--- config.mk ---
export PLATFORM = sky130hd
export DESIGN_NAME = gcv_stack
export DESIGN_NICKNAME = d
export VERILOG_FILES = /design/src/rtl/core/gcv_pkg.sv /design/src/rtl/core/gcv_stack.sv
export SDC_FILE = /design/constraint.sdc
export NUM_CORES = 1
export LEC_CHECK = 0
export BUFFER_PORTS_ARGS = -buffer_cell sky130_fd_sc_hd__buf_2
export CAP_MARGIN = 10
export CORE_MARGIN = 8
export CORE_UTILIZATION = 45
export DETAILED_ROUTE_END_ITERATION = 10
export HOLD_SLACK_MARGIN = 0.1
export PLACE_DENSITY_LB_ADDON = 0.3
export REMOVE_ABC_BUFFERS = 1
export SLEW_MARGIN = 0
export SYNTH_ARGS = -nofsm -noshare
export SYNTH_HDL_FRONTEND = slang
export SYNTH_SLANG_ARGS = --single-unit
--- constraint.sdc ---
create_clock -name i_clk -period 1.7 [get_ports i_clk]
set_clock_uncertainty 0.1 [all_clocks]
set_input_delay 0.255 -clock i_clk [delete_from_list [all_inputs] [get_ports i_clk]]
set_output_delay 0.255 -clock i_clk [all_outputs]
set_load 0.02 [all_outputs]
--- src/rtl/core/gcv_pkg.sv ---
// shared constants and codes of the graph cycle engine
package gcv_pkg;
    localparam int MaxVertices = 64;
    localparam int IdxW = $clog2(MaxVertices);
    localparam int CntW = $clog2(MaxVertices + 1);

    localparam logic [1:0] OP_VERTEX = 2'd0;
    localparam logic [1:0] OP_EDGE   = 2'd1;
    localparam logic [1:0] OP_QUERY  = 2'd2;

    localparam logic [2:0] ST_OK        = 3'd0;
    localparam logic [2:0] ST_NO_START  = 3'd1;
    localparam logic [2:0] ST_NO_END    = 3'd2;
    localparam logic [2:0] ST_FULL      = 3'd3;
    localparam logic [2:0] ST_NO_QUERY  = 3'd4;

    typedef logic [IdxW-1:0] t_idx;
    typedef logic [CntW-1:0] t_cnt;
    typedef logic [MaxVertices-1:0] t_row;
endpackage

--- src/rtl/core/gcv_stack.sv ---
// walk stack memory for the depth-first search
module gcv_stack (
    input  logic                i_clk,
    input  logic                i_we,
    input  gcv_pkg::t_idx       i_waddr,
    input  gcv_pkg::t_idx       i_wdata,
    input  gcv_pkg::t_idx       i_raddr,
    output gcv_pkg::t_idx       o_rdata
);
    gcv_pkg::t_idx r_mem [gcv_pkg::MaxVertices];

    always_ff @(posedge i_clk) begin
        if (i_we) begin
            r_mem[i_waddr] <= i_wdata;
        end
        o_rdata <= r_mem[i_raddr];
    end
endmodule

==> metrics.cfg <==
[run_status]
outcome=finished with violations
violations=setup timing

[cts]
cts_root_buffer=clkbuf_16
cts.path.max_buffers=3
h-tree-depth=2
clkSinkCount=390
cts_tree=yes
clkSlewWorstSetupHoldPaths_ps=60
cts_buffers=40
cts_setup_buffers=0
clk_latency_ps=520

[critical_path]
critical_path.endpoint_type=register
critical_path.cell_chain=mux4_2, a22oi_2, buf_4, nand3_4, a32o_1
critical-path-top-delay-family=multiplexers
required_ps=2010
path_buf_inv=1
worstSetupStartpointType=register
crit_arrival_ps=2060
cpPeakStageDelay_ps=520
criticalPathCategory=register to register
worst_path_max_delay_cell=mux4_2
cp_max_fo=1

[sta]
relSlewSlack_pct=19.2
finalCritPeriodShare_pct=103
hold_viol_final=0
final.setup.tns_ps=-134
setup_viol=4
grt_setup_unrepaired=true
final_max_slew_viol_count=0
final.setup.worst_slack_ps=-54.4
max_freq_mhz=570
tightest_slew_ps=1210
finalCriticalPeriod_ps=1750

[logic_synthesis]
ys_types=37
syn_area_per_cell_um2=21.1
synth_common_cells=384 x edfxtp_1, 87 x mux4_2, 67 x nor2_1
synth-edff-count=384
async_flop_share_pct=0
ys_seq_area_share_pct=76.5
synth-seq-cells=390
yosys.area.top_type=edfxtp_1
synth_ff_type=edfxtp_1
synthCells=720
synth_area_um2=15200
synth_area_leaders=edfxtp_1 76%, mux4_2 13%, nor2_1 1.7%, mux4_1 1.0%, mux2i_1 0.99%
yosysWarnings=0
yosys.area.top_type_share_pct=75.7
yosysMostFrequentCell=edfxtp_1

[global_routing]
use_met3_pct=3.40
overflow=0
grt_max_degree=65
grtUsageMet1_pct=24.0
globalRouteTotalUtil_pct=17.6
grt_pass1_vias=8151
grt_pass1_wl_um=52200
antenna_found_initial=1
grt_use_met2_pct=28.9
top_usage_layer=met2

[pwr]
power.density_nw_per_um2=1100
clkPwrFrac_pct=40.9
power_leakage_nw=6.04
total_power_mw=20.1
power_switching_mw=4.10
combPwrFrac_pct=6.1
p_seq_share_pct=53.1
internal-power_mw=16.0
ir_drop_mv=0.898
p_sw_share_pct=20.4

[floorplan]
rows=67
start_util_pct=45.5
die_height_um=200
core_um2=33400
die_area_um2=40000
ios=26
die_w_um=200

[drt]
drt_iter0_drc=656
post_drt_wl_per_cell_um=24.8
drc=0
ant_nets=0
vias_per_cell=5.65
via_count=7736
wirelength_um=34000
drt-pass1-iter-count=5

[cells_and_area]
antenna_cells=0
area_delta_synth_final_pct=20.5
nNetsFinal=912
drive_above_1_share_pct=37.7

[min_path]
hp-class=input port to register

[place]
place_congestion=0.827
portBuffers=25
dpl.hpwl_um=22200
place_ws_ps=-523

[flow_run]
max-cap-violations=0

-- cell families after synthesis --
| family | after synthesis | share of synthesized area [%] |
|---|---|---|
| flops | 390 | 76.5 |
| mux | 117 | 15.6 |
| buf+inv | 39 | 1.65 |
| simple gates | 120 | 3.67 |
| compound gates | 54 | 2.60 |
-- what timing repair did --
action / in CTS / in global routing
pin swaps: 5 / 3
hold buffers: 1 / 0
gates resized for setup: 18 / 9
hold endpoints to repair: 2 / 0
setup endpoints to repair: 6 / 6
-- registers in the layout (all words and copies together) (netlist names) --
name and cells:
o_rdata 6, r_mem 384
-- stage by stage --
| step | hold slack [ps] | area (um2) | std cells | utilization [%] |
|---|---|---|---|---|
| after global placement | 613 | 16900 | 1294 | 50.7 |
| after global routing | 154 | 18400 | 1369 | 54.9 |
| after CTS | 226 | 18300 | 1366 | 54.6 |
| after detailed placement | 604 | 16900 | 1294 | 50.7 |
| final | 149 | 18400 | 1369 | 54.9 |
| after floorplan | 254 | 15000 | 681 | - |
-- final cells by class --
cell class	instances	area (um2)
fill	2501	15100
sequential	390	11700
multi-input combinational	291	3420
timing repair buffer	169	1490
clock buffer	52	1100
tap	448	561
clock inverter	19	138
-- worst register-to-register path, delay by kind of cell, from the launching register on --
family / cells / cell delay [ps]
mux: 1 / 520
compound gates: 2 / 440
flops: 1 / 370
buf+inv: 1 / 140
simple gates: 1 / 80
-- power groups by stage --
stage / Clock, mW / Sequential [mW] / Combinational (mW)
floorplan: 0 / 10.9 / 0.419
global placement: 0 / 10.9 / 1.15
detailed placement: 0 / 10.9 / 1.18
CTS: 8.40 / 10.7 / 1.20
global route: 8.73 / 10.7 / 1.31
finish: 8.22 / 10.7 / 1.22
-- metal layers --
layer | wire length, um | part of all wire (%) | vias to the layer above
li1 | - | - | 3359
met4 | 747 | 2.2 | 2
met3 | 2440 | 7.2 | 63
met2 | 16800 | 50 | 256
met1 | 13900 | 41 | 4056
met5 | 13 | 0.038 | -
-- cell usage in the layout (no fill, tap or decap), types with 11 or more instances in the layout --
| master | instances |
|---|---|
| buf_2 | 23 |
| edfxtp_1 | 384 |
| o22ai_1 | 11 |
| clkbuf_16 | 41 |
| buf_12 | 20 |
| mux2i_1 | 13 |
| mux4_2 | 91 |
| nor2_1 | 67 |
| buf_4 | 123 |
-- final timing paths --
path,from,to,slack [ps],depth (start not counted)
worst max register to register,r_mem[51][0]$_DFFE_PP_,o_rdata[0]$_DFF_P_,-50,5
worst min register to register,r_mem[36][0]$_DFFE_PP_,o_rdata[0]$_DFF_P_,720,4
worst max-delay path,r_mem[51][0]$_DFFE_PP_,o_rdata[0]$_DFF_P_,-50,5
worst min-delay path,i_wdata[4],r_mem[32][4]$_DFFE_PP_,150,1
Power figures use the tool's default switching activity.
